## src/sv/eev_pkg.sv

```systemverilog
// Shared types and constants for exception entry vectoring.
// Holds exception kinds, cause codes, vector addresses and the item structs.
// No dependencies.
package eev_pkg;

   localparam logic [4:0] ACT_INT    = 5'd0;
   localparam logic [4:0] ACT_TLBMOD = 5'd1;
   localparam logic [4:0] ACT_REFILL = 5'd2;
   localparam logic [4:0] ACT_TLBINV = 5'd3;
   localparam logic [4:0] ACT_ADEL   = 5'd4;
   localparam logic [4:0] ACT_BUS    = 5'd5;
   localparam logic [4:0] ACT_SYS    = 5'd6;
   localparam logic [4:0] ACT_BP     = 5'd7;
   localparam logic [4:0] ACT_RI     = 5'd8;
   localparam logic [4:0] ACT_CPU    = 5'd9;
   localparam logic [4:0] ACT_OV     = 5'd10;
   localparam logic [4:0] ACT_TRAP   = 5'd11;
   localparam logic [4:0] ACT_FPE    = 5'd12;
   localparam logic [4:0] ACT_RESET  = 5'd13;
   localparam logic [4:0] ACT_NMI    = 5'd14;
   localparam logic [4:0] ACT_PERF   = 5'd15;
   localparam logic [4:0] ACT_DEBUG  = 5'd16;
   localparam logic [4:0] ACT_SIO    = 5'd17;

   localparam logic [1:0] AK_FETCH = 2'd0;
   localparam logic [1:0] AK_WRITE = 2'd2;

   localparam logic [4:0] EXC_INT   = 5'd0;
   localparam logic [4:0] EXC_MOD   = 5'd1;
   localparam logic [4:0] EXC_TLBL  = 5'd2;
   localparam logic [4:0] EXC_TLBS  = 5'd3;
   localparam logic [4:0] EXC_ADEL  = 5'd4;
   localparam logic [4:0] EXC_ADES  = 5'd5;
   localparam logic [4:0] EXC_IBE   = 5'd6;
   localparam logic [4:0] EXC_DBE   = 5'd7;
   localparam logic [4:0] EXC_SYS   = 5'd8;
   localparam logic [4:0] EXC_BP    = 5'd9;
   localparam logic [4:0] EXC_RI    = 5'd10;
   localparam logic [4:0] EXC_CPU   = 5'd11;
   localparam logic [4:0] EXC_OV    = 5'd12;
   localparam logic [4:0] EXC_TRAP  = 5'd13;
   localparam logic [4:0] EXC_FPE   = 5'd15;

   localparam logic [1:0] EXC2_RESET = 2'd0;
   localparam logic [1:0] EXC2_NMI   = 2'd1;
   localparam logic [1:0] EXC2_PERF  = 2'd2;
   localparam logic [1:0] EXC2_DEBUG = 2'd3;

   localparam logic [1:0] AW_NONE    = 2'd0;
   localparam logic [1:0] AW_VADDR   = 2'd1;
   localparam logic [1:0] AW_CONTEXT = 2'd2;
   localparam logic [1:0] AW_PADDR   = 2'd3;

   localparam logic [1:0] SE_NONE    = 2'd0;
   localparam logic [1:0] SE_SET_BEV = 2'd1;
   localparam logic [1:0] SE_RESET   = 2'd2;

   localparam logic [31:0] VEC_COMMON_BOOT  = 32'hBFC0_0380;
   localparam logic [31:0] VEC_COMMON_RAM   = 32'h8000_0180;
   localparam logic [31:0] VEC_INT_BOOT     = 32'hBFC0_0400;
   localparam logic [31:0] VEC_INT_RAM      = 32'h8000_0200;
   localparam logic [31:0] VEC_REFILL_BOOT  = 32'hBFC0_0200;
   localparam logic [31:0] VEC_REFILL_RAM   = 32'h8000_0000;
   localparam logic [31:0] REFILL_NEST_OFS  = 32'h0000_0180;
   localparam logic [31:0] VEC_DEBUG_BOOT   = 32'hBFC0_0300;
   localparam logic [31:0] VEC_DEBUG_RAM    = 32'h8000_0100;
   localparam logic [31:0] VEC_PERF_BOOT    = 32'hBFC0_0280;
   localparam logic [31:0] VEC_PERF_RAM     = 32'h8000_0080;
   localparam logic [31:0] VEC_RESET        = 32'hBFC0_0000;

   typedef struct packed {
      logic [4:0]  action;
      logic [31:0] current_pc;
      logic        in_delay_slot;
      logic [1:0]  access_kind;
      logic [31:0] fault_address;
      logic [1:0]  cop_index;
      logic        exl_now;
      logic        bev_now;
      logic        bem_now;
      logic        dev_now;
   } req_type;

   typedef struct packed {
      logic [31:0] new_pc;
      logic        level;
      logic        save_return;
      logic [31:0] return_pc;
      logic        delay_flag;
      logic [4:0]  cause_code;
      logic [1:0]  exc2_code;
      logic [1:0]  cop_number;
      logic [1:0]  address_writes;
      logic [18:0] context_vpn2;
      logic [1:0]  status_effect;
      logic        set_siop;
   } rsp_type;

endpackage

```

## src/sv/eev_req_if.sv

```systemverilog
// Request channel: valid/ready handshake carrying one exception entry item.
// Depends on eev_pkg.
interface eev_req_if;
   logic             valid;
   logic             ready;
   eev_pkg::req_type payload;

   modport source (output valid, output payload, input ready);
   modport sink (input valid, input payload, output ready);
endinterface

```

## src/sv/eev_rsp_if.sv

```systemverilog
// Response channel: valid/ready handshake carrying one vector and update set.
// Depends on eev_pkg.
interface eev_rsp_if;
   logic             valid;
   logic             ready;
   eev_pkg::rsp_type payload;

   modport source (output valid, output payload, input ready);
   modport sink (input valid, input payload, output ready);
endinterface

```

## src/sv/eev_decode.sv

```systemverilog
// Combinational exception entry decode: vector, level, cause and updates.
// Depends on eev_pkg.
module eev_decode (
   input  eev_pkg::req_type req,
   output eev_pkg::rsp_type rsp
);
   import eev_pkg::*;

   logic [31:0] ret_addr;
   logic        is_write;
   logic [31:0] refill_base;

   assign ret_addr    = req.current_pc - (req.in_delay_slot ? 32'd8 : 32'd4);
   assign is_write    = (req.access_kind == AK_WRITE);
   assign refill_base = req.bev_now ? VEC_REFILL_BOOT : VEC_REFILL_RAM;

   always_comb begin
      rsp = '0;
      if (req.action <= ACT_FPE) begin
         rsp.save_return = ~req.exl_now;
         rsp.new_pc      = req.bev_now ? VEC_COMMON_BOOT : VEC_COMMON_RAM;
         unique case (req.action)
            ACT_INT: begin
               rsp.new_pc   = req.bev_now ? VEC_INT_BOOT : VEC_INT_RAM;
               rsp.cause_code = EXC_INT;
            end
            ACT_TLBMOD: begin
               rsp.cause_code     = EXC_MOD;
               rsp.address_writes = AW_CONTEXT;
            end
            ACT_REFILL: begin
               rsp.new_pc         = req.exl_now ? (refill_base | REFILL_NEST_OFS)
                                                : refill_base;
               rsp.cause_code     = is_write ? EXC_TLBS : EXC_TLBL;
               rsp.address_writes = AW_CONTEXT;
            end
            ACT_TLBINV: begin
               rsp.cause_code     = is_write ? EXC_TLBS : EXC_TLBL;
               rsp.address_writes = AW_CONTEXT;
            end
            ACT_ADEL: begin
               rsp.cause_code     = is_write ? EXC_ADES : EXC_ADEL;
               rsp.address_writes = AW_VADDR;
            end
            ACT_BUS: begin
               rsp.cause_code     = (req.access_kind == AK_FETCH) ? EXC_IBE : EXC_DBE;
               rsp.address_writes = req.bem_now ? AW_NONE : AW_PADDR;
            end
            ACT_SYS:  rsp.cause_code = EXC_SYS;
            ACT_BP:   rsp.cause_code = EXC_BP;
            ACT_RI:   rsp.cause_code = EXC_RI;
            ACT_CPU: begin
               rsp.cause_code = EXC_CPU;
               rsp.cop_number = req.cop_index;
            end
            ACT_OV:   rsp.cause_code = EXC_OV;
            ACT_TRAP: rsp.cause_code = EXC_TRAP;
            default:  rsp.cause_code = EXC_FPE;
         endcase
         if (~req.exl_now) begin
            rsp.return_pc  = ret_addr;
            rsp.delay_flag = req.in_delay_slot;
         end
         if (rsp.address_writes == AW_CONTEXT) begin
            rsp.context_vpn2 = req.fault_address[31:13];
         end
      end else if (req.action <= ACT_SIO) begin
         rsp.level       = 1'b1;
         rsp.save_return = 1'b1;
         rsp.return_pc   = ret_addr;
         rsp.delay_flag  = req.in_delay_slot;
         unique case (req.action)
            ACT_RESET: begin
               rsp.new_pc        = VEC_RESET;
               rsp.exc2_code     = EXC2_RESET;
               rsp.status_effect = SE_RESET;
            end
            ACT_NMI: begin
               rsp.new_pc        = VEC_RESET;
               rsp.exc2_code     = EXC2_NMI;
               rsp.status_effect = SE_SET_BEV;
            end
            ACT_PERF: begin
               rsp.new_pc    = req.dev_now ? VEC_PERF_BOOT : VEC_PERF_RAM;
               rsp.exc2_code = EXC2_PERF;
            end
            default: begin
               rsp.new_pc    = req.dev_now ? VEC_DEBUG_BOOT : VEC_DEBUG_RAM;
               rsp.exc2_code = EXC2_DEBUG;
               rsp.set_siop  = (req.action == ACT_SIO);
            end
         endcase
      end
   end

endmodule

```

## src/sv/exception_entry_vectoring_core.sv

```systemverilog
// Exception entry vectoring top level: input register, decode, result register.
// Depends on eev_pkg, eev_req_if, eev_rsp_if and eev_decode.
//
//   port     dir   handshake     payload
//   req_bus  in    valid/ready   eev_pkg::req_type
//   rsp_bus  out   valid/ready   eev_pkg::rsp_type
//
// rsp valid comes from the result register; one item per cycle unless rsp stalls.
// The decode sits between the input register and the result register.
// Synchronous active-high reset clears both stage valid bits.
// A stalled rsp holds the result register; the input register takes a transfer
// while it is empty or while its item moves into the result register.
module exception_entry_vectoring_core (
   input  logic       clock,
   input  logic       reset,
   eev_req_if.sink    req_bus,
   eev_rsp_if.source  rsp_bus
);
   import eev_pkg::*;

   logic    in_valid_ff, in_valid_in;
   req_type in_data_ff, in_data_in;
   logic    out_valid_ff, out_valid_in;
   rsp_type out_data_ff, out_data_in;
   rsp_type dec_rsp;
   logic    req_xfer;
   logic    out_load;

   eev_decode u_decode (
      .req (in_data_ff),
      .rsp (dec_rsp)
   );

   assign out_load        = in_valid_ff & (~out_valid_ff | rsp_bus.ready);
   assign req_bus.ready   = ~in_valid_ff | out_load;
   assign req_xfer        = req_bus.valid & req_bus.ready;

   assign in_valid_in     = req_xfer | (in_valid_ff & ~out_load);
   assign in_data_in      = req_xfer ? req_bus.payload : in_data_ff;
   assign out_valid_in    = out_load | (out_valid_ff & ~rsp_bus.ready);
   assign out_data_in     = out_load ? dec_rsp : out_data_ff;

   assign rsp_bus.valid   = out_valid_ff;
   assign rsp_bus.payload = out_data_ff;

   always_ff @(posedge clock) begin
      if (reset) begin
         in_valid_ff  <= 1'b0;
         out_valid_ff <= 1'b0;
      end else begin
         in_valid_ff  <= in_valid_in;
         out_valid_ff <= out_valid_in;
      end
   end

   always_ff @(posedge clock) begin
      in_data_ff  <= in_data_in;
      out_data_ff <= out_data_in;
   end

endmodule
```

## src/flat_wrapper.sv

```systemverilog
// flat-port wrapper written by rule: the top's interface ports become plain ports
module exception_entry_vectoring_core_flat import eev_pkg::*;
  (clock, reset, req_bus_valid, req_bus_payload, req_bus_ready, rsp_bus_valid, rsp_bus_payload, rsp_bus_ready);
  eev_req_if req_bus_i ();
  eev_rsp_if rsp_bus_i ();
  input  logic clock;
  input  logic reset;
  input wire logic [$bits(req_bus_i.valid)-1:0] req_bus_valid;
  input wire logic [$bits(req_bus_i.payload)-1:0] req_bus_payload;
  output wire logic [$bits(req_bus_i.ready)-1:0] req_bus_ready;
  output wire logic [$bits(rsp_bus_i.valid)-1:0] rsp_bus_valid;
  output wire logic [$bits(rsp_bus_i.payload)-1:0] rsp_bus_payload;
  input wire logic [$bits(rsp_bus_i.ready)-1:0] rsp_bus_ready;
  assign req_bus_i.valid = req_bus_valid;
  assign req_bus_i.payload = req_bus_payload;
  assign req_bus_ready = req_bus_i.ready;
  assign rsp_bus_valid = rsp_bus_i.valid;
  assign rsp_bus_payload = rsp_bus_i.payload;
  assign rsp_bus_i.ready = rsp_bus_ready;
  exception_entry_vectoring_core u_core (.clock(clock), .reset(reset), .req_bus(req_bus_i), .rsp_bus(rsp_bus_i));
endmodule
```

## config.mk

```make
export PLATFORM = sky130hd
export DESIGN_NAME = exception_entry_vectoring_core_flat
export DESIGN_NICKNAME = d
export VERILOG_FILES = /design/src/sv/eev_pkg.sv /design/src/sv/eev_req_if.sv /design/src/sv/eev_rsp_if.sv /design/src/sv/eev_decode.sv /design/src/sv/exception_entry_vectoring_core.sv /design/src/flat_wrapper.sv
export SDC_FILE = /design/constraint.sdc
export NUM_CORES = 1
export LEC_CHECK = 0
export BUFFER_PORTS_ARGS = -buffer_cell sky130_fd_sc_hd__buf_2
export CORE_ASPECT_RATIO = 1.2
export CORE_UTILIZATION = 35
export CTS_BUF_LIST = sky130_fd_sc_hd__clkbuf_16
export DETAILED_ROUTE_END_ITERATION = 6
export MAX_ROUTING_LAYER = met4
export SETUP_SLACK_MARGIN = 0.5
export SYNTH_ARGS = -nofsm -noshare
export SYNTH_HDL_FRONTEND = slang
export SYNTH_SLANG_ARGS = --single-unit
```

## constraint.sdc

```tcl
create_clock -name clock -period 10.55 [get_ports clock]
set_input_delay 1.055 -clock clock [delete_from_list [all_inputs] [get_ports clock]]
set_output_delay 1.055 -clock clock [all_outputs]
set_load 0.01 [all_outputs]
```

==> flow_summary.yaml, run 1 <==
placement:
  placed_area_um2: 6720
  dpl_worst_slack_ns: 7.57
  place.detailed.instances: 746
  finalWeightedCongestion: 0.758
  numPortBuffers: 150
  dp_hpwl_mm: 7.79
floorplan:
  rows: 51
  die_w_um: 120
  die-area_um2: 17300
  core_um2: 16300
  start_util_pct: 35.9
  pin_count: 184
  die_h_um: 144
layout:
  stdcell_count: 777
  syn2layout_area_growth_pct: 24.0
  drive_gt1_share_pct: 35.6
  diodes: 0
  register_area_um2: 4180
  final_area_um2: 7270
  fill_cells: 1511
  final_util_pct: 44.5
  multiInputGateArea_um2: 1470
  final_net_count: 638
grt:
  grt_pass1_wl_mm: 17.7
  grt_overflow_total: 0
  grt_use_total_pct: 14.2
  grt_max_degree: 74
  antenna_found_initial: 0
  first_global_vias: 3510
route:
  firstDrtPassIters: 4
  drtAntennaViolNets: 0
  finalWirelength_mm: 11.6
  vias: 3669
  routed_via_density: 4.72
  dr.first_iter.drc_count: 285
  drc: 0
  post_drt_wl_per_cell_um: 14.9
sta:
  tightest_slew_ns: 0.944
  final_max_slew_viol_count: 0
  min_period_ns: 2.79
  fmax_ghz: 0.359
  max_slew_margin_pct: 36.7
  fin_crit_sh_pct: 26.4
  grt_setup_unrepaired: "no"
  clock_skew_ns: 0.00642
  setup_ws_ns: 7.76
  setup-tns-final_ns: 0
  final-setup-viol-count: 0
  fin_hold_ws_ns: 0.516
  final-hold-violation-count: 0
clocking:
  postCtsSetupRepairBufs: 0
  numCtsBuffers: 17
  clkTransAtPathRegs_ns: 0.06
  cts_buffer_depth: 2
  cts_tree: "built"
  insertion_delay_ns: 0.42
  clk_root_buffer_cell: "clkbuf_16"
  clock-sinks: 140
  htreeDepth: 4
  cts_resized: 0
  cts_hold_buf: 0
worst_setup_path:
  arrival_ns: 1.73
  cp.buffers_inverters: 2
  cp-end-kind: "primary output"
  cp_slowest_cell: "nor2b_1"
  cpPeakStageDelay_ns: 0.32
  path_max_fanout: 4
  crit_type: "input port to primary output"
  worstSetupStartpointType: "input port"
  worstPathCellList: "buf_2 > nor2b_1 > nand2_1 > buf_2"
  crit_path_frequent_cell: "buf_2"
  cp_top_family: "simple AND/OR/NAND/NOR gates"
  cp.required_ns: 9.50
synthesis:
  yosysTopAreaCellShare_pct: 70.6
  synth-seq-area-share_pct: 71.3
  synth_ff_type: "edfxtp_1"
  synth_area_leaders: "edfxtp_1 (71%), buf_4 (3.5%), and2_1 (2.6%)"
  synth.cell_area_um2: 5870
  synth_async_sr_flop_share_pct: 0
  yosys-top-cells-count: "edfxtp_1 (138), nor2_1 (31), buf_4 (27)"
  synth_top_area_cell: "edfxtp_1"
  ys_warn_count: 0
  ys_ff_latch: 140
  postSynthCellCount: 403
  synth_edf_count: 138
  ys_types: 56
  synthMostInstantiatedCell: "edfxtp_1"
  syn-mean-instance-area_um2: 14.6
worst_hold_path:
  hold_class: "flip-flop to flip-flop"
power:
  powerDensity_nw_per_um2: 182
  p_sw_mw: 0.295
  power_frac_clock_pct: 42.8
  leakage_nw: 2.72
  max-vdd-ir-drop_uv: 80.7
  p_total_mw: 1.32
  switching_share_pct: 22.3
  pwr-share-seq_pct: 50.5
  combPwrFrac_pct: 6.7
  p_int_mw: 1.03
run:
  maxCapViolCount: 0
run_status:
  status: "complete, no violations"
==> worst paths after layout <==
| check | startpoint | endpoint | slack [ns] | depth (start not counted) |
|---|---|---|---|---|
| max reg2reg | u_core.in_data_ff[40] | u_core.rsp_bus.payload[56] | 8.14 | 7 |
| max | rsp_bus_ready | req_bus_ready | 7.76 | 4 |
| min | u_core.in_data_ff[24] | u_core.rsp_bus.payload[8] | 0.52 | 1 |
| min reg2reg | u_core.in_data_ff[24] | u_core.rsp_bus.payload[8] | 0.52 | 1 |
==> power by group through the flow <==
stage	Combinational [mW]	Clock [mW]	Sequential [mW]
finish	0.0889	0.565	0.667
floorplan	0.0520	0	0.682
global placement	0.0887	0	0.677
CTS	0.0908	0.578	0.667
global route	0.0992	0.601	0.671
detailed placement	0.0906	0	0.679
==> kinds of logic after synthesis <==
family                   Yosys count  share of synthesized area (%)
AND/OR/NAND/NOR                  140                           14.7
buffers and inverters             47                           4.99
multiplexers                       5                          0.896
XOR/XNOR                           7                           1.05
AO/OA/AOI/OAI                     60                           6.19
flip-flops                       140                           71.3
adder cells (fa/ha/maj)            3                          0.768
other                              1                         0.0639
==> cell type report <==
| cell class | instances | share of cell area [%] |
|---|---|---|
| sequential | 140 | 57.5 |
| multi-input combinational | 235 | 20.2 |
| timing repair buffer | 153 | 10.6 |
| clock buffer | 17 | 5.85 |
| tap | 212 | 3.65 |
| clock inverter | 14 | 1.82 |
| inverter | 6 | 0.327 |
==> routing by layer <==
layer | routed length [um] | GRT usage [%] | vias to the layer above
met4 | 213 | 7.24 | 0
li1 | - | - | 1768
met5 | 0 | - | -
met2 | 5870 | 22.2 | 133
met1 | 4830 | 16.4 | 1755
met3 | 661 | 4.33 | 13
==> registers in the layout, indices dropped and copies added (netlist names) <==
| name | flops |
|---|---|
| u_core.in_valid_ff | 1 |
| u_core.in_data_ff | 65 |
| u_core.rsp_bus.valid | 1 |
| u_core.rsp_bus.payload | 73 |
==> cells in the final DEF (no fill, tap or decap), drive strengths merged, types with 3 or more instances in the layout <==
cell type and n:
buf 153, edfxtp 138, nor2 32, a21oi 25
and2 24, conb 20, nand2 18, clkbuf 17
o21ai 14, or3 13, o31ai 10, clkinv 9
nand2b 8, nor3 8, inv 7, or4 7
nand3 6, xor2 6, nor4 6, mux2i 3
nand3b 3, o21a 3, nand4 3, nor2b 3
Power figures use the tool's default switching activity.
==> run 2: changes to the inputs <==
==> constraint.sdc (replaced) <==
create_clock -name clock -period 2.6 [get_ports clock]
set_input_delay 0.26 -clock clock [delete_from_list [all_inputs] [get_ports clock]]
set_output_delay 0.26 -clock clock [all_outputs]
set_load 0.01 [all_outputs]
==> flow_summary.yaml, run 2 (synthesis gave the netlist of run 1 again) <==
sta:
  grt_setup_unrepaired: "yes"
  final-hold-violation-count: 0
  clock_skew_ns: 0.00564
  max_slew_margin_pct: 37.2
  final_max_slew_viol_count: 0
  fin_crit_sh_pct: 80.3
  tightest_slew_ns: 0.937
  setup-tns-final_ns: 0
  final-setup-viol-count: 0
  fmax_ghz: 0.479
  min_period_ns: 2.09
route:
  finalWirelength_mm: 12.1
  routed_via_density: 4.72
  firstDrtPassIters: 4
  dr.first_iter.drc_count: 213
  vias: 3874
  drtAntennaViolNets: 0
  post_drt_wl_per_cell_um: 14.8
  drc: 0
layout:
  final_common_cell: "buf_2"
  diodes: 0
  stdcell_count: 820
  final_net_count: 681
  fill_cells: 1470
  drive_gt1_share_pct: 38.2
  largest_reg_flops: 73
  syn2layout_area_growth_pct: 33.4
  layout_common_cells: "buf_2 (150), edfxtp_1 (138), nor2_1 (31)"
floorplan:
  start_util_pct: 35.9
  die_h_um: 144
  rows: 51
  die_w_um: 120
  die-area_um2: 17300
  pin_count: 184
  core_um2: 16300
grt:
  antenna_found_initial: 0
  grt_overflow_total: 0
  grt_pass1_wl_mm: 18.1
  first_global_vias: 3727
  grt_use_total_pct: 14.5
  grt_max_degree: 40
worst_setup_path:
  crit_type: "flip-flop to flip-flop"
  rrSetupSlack_ns: 0.51
  cp_slowest_cell: "edfxtp_1"
  arrival_ns: 2.25
  reg2reg_depth: 9
  worstPathCellList: "inv_2 > ha_4 > fa_2 > nor4b_4 > buf_6 > nand4_4 > buf_4 > o31ai_2 > a21oi_2"
  cpPeakStageDelay_ns: 0.40
  cp-end-kind: "flip-flop"
  path_max_fanout: 6
  reg2reg_to: "u_core.rsp_bus.payload[54]"
  cp_top_family: "buffers and inverters"
  cp.required_ns: 2.76
  cp.buffers_inverters: 3
  worstSetupStartpointType: "flip-flop"
  reg2reg_from: "u_core.in_data_ff[40]"
run:
  maxCapViolCount: 0
placement:
  numPortBuffers: 150
  finalWeightedCongestion: 0.806
  place.detailed.instances: 754
  dp_hpwl_mm: 8.30
power:
  p_sw_mw: 1.25
  switching_share_pct: 22.4
  pwr-share-seq_pct: 48.3
  leakage_nw: 2.95
  combPwrFrac_pct: 8.0
  power_frac_clock_pct: 43.7
  powerDensity_nw_per_um2: 713
  p_int_mw: 4.33
  max-vdd-ir-drop_uv: 412
worst_hold_path:
  whs_path_depth: 1
  hold_start: "req_bus_payload[27]"
  hold_class: "input port to flip-flop"
  hold_end: "u_core.in_data_ff[27]"
clocking:
  insertion_delay_ns: 0.42
  numCtsBuffers: 17
  cts_tree: "built"
  clock-sinks: 140
  cts_buffer_depth: 2
  htreeDepth: 4
  clkTransAtPathRegs_ns: 0.06
  clk_root_buffer_cell: "clkbuf_16"
run_status:
  status: "complete, no violations"
[run 2: cell types whose count changed in the layout (fill, tap and decap cells not counted), moves of 3 or more]
| cell | previous run | this run |
|---|---|---|
| dlygate4sd3_1 | 0 | 27 |
| buf_4 | 3 | 15 |
| inv_1 | 7 | 4 |
| buf_12 | 0 | 3 |
[run 2: area by class of cell]
cell class / instances / area, um2 / area share [%]
Clock buffer: 17 / 425 / 5.44
Clock inverter: 14 / 171 / 2.19
Inverter: 6 / 23.8 / 0.304
Multi-Input combinational cell: 235 / 1550 / 19.8
Sequential cell: 140 / 4180 / 53.5
Tap cell: 212 / 265 / 3.39
Timing Repair Buffer: 196 / 1200 / 15.4
[run 2: worst max-delay path by stage]
stage                                startpoint                    endpoint  slack (ns)  cells after the start
final                     u_core.in_data_ff[40]  u_core.rsp_bus.payload[54]        0.51                      9
after global routing      u_core.in_data_ff[40]  u_core.rsp_bus.payload[54]        0.43                      9
after CTS                 u_core.in_data_ff[40]  u_core.rsp_bus.payload[54]        0.48                      8
after detailed placement  u_core.in_data_ff[40]  u_core.rsp_bus.payload[54]        0.22                      7
after global placement    u_core.in_data_ff[40]  u_core.rsp_bus.payload[54]        0.32                      7
after floorplan           u_core.in_data_ff[40]  u_core.rsp_bus.payload[56]        0.56                      7
[run 2: routing by layer]
layer | GRT usage (%) | routed length, um
met4 | 8.55 | 318
met3 | 3.69 | 680
met1 | 16.1 | 5060
met2 | 23.4 | 6040
met5 | - | 0
[run 2: repair_timing]
item | 4_1_cts | 5_1_grt
hold buffers | 27 | 0
pin swaps | 2 | 3
endpoints found under the setup margin | 9 | 13
hold endpoints to repair | 28 | 0
buffers inserted | 4 | 4
gates resized for setup | 7 | 10
gates cloned | 0 | 0
[run 2: power groups by stage]
stage                     logic (mW)  clock network [mW]  registers [mW]
final                          0.447                2.44            2.69
after global routing           0.491                2.56            2.71
after CTS                      0.444                2.48            2.69
after detailed placement       0.404                   0            2.74
after global placement         0.394                   0            2.73
after floorplan                0.213                   0            2.76
[run 2: metrics by stage]
stage	power, mW	util, %	hold WS, ns	setup slack (ns)	area (um2)
floorplan	2.97	-	0.332	0.560	5950
global placement	3.13	41.7	0.431	0.320	6810
detailed placement	3.14	41.7	0.437	0.220	6810
CTS	5.62	47.4	0.0000953	0.485	7750
global route	5.76	47.9	0.00149	0.435	7830
finish	5.58	47.9	0.0178	0.513	7830
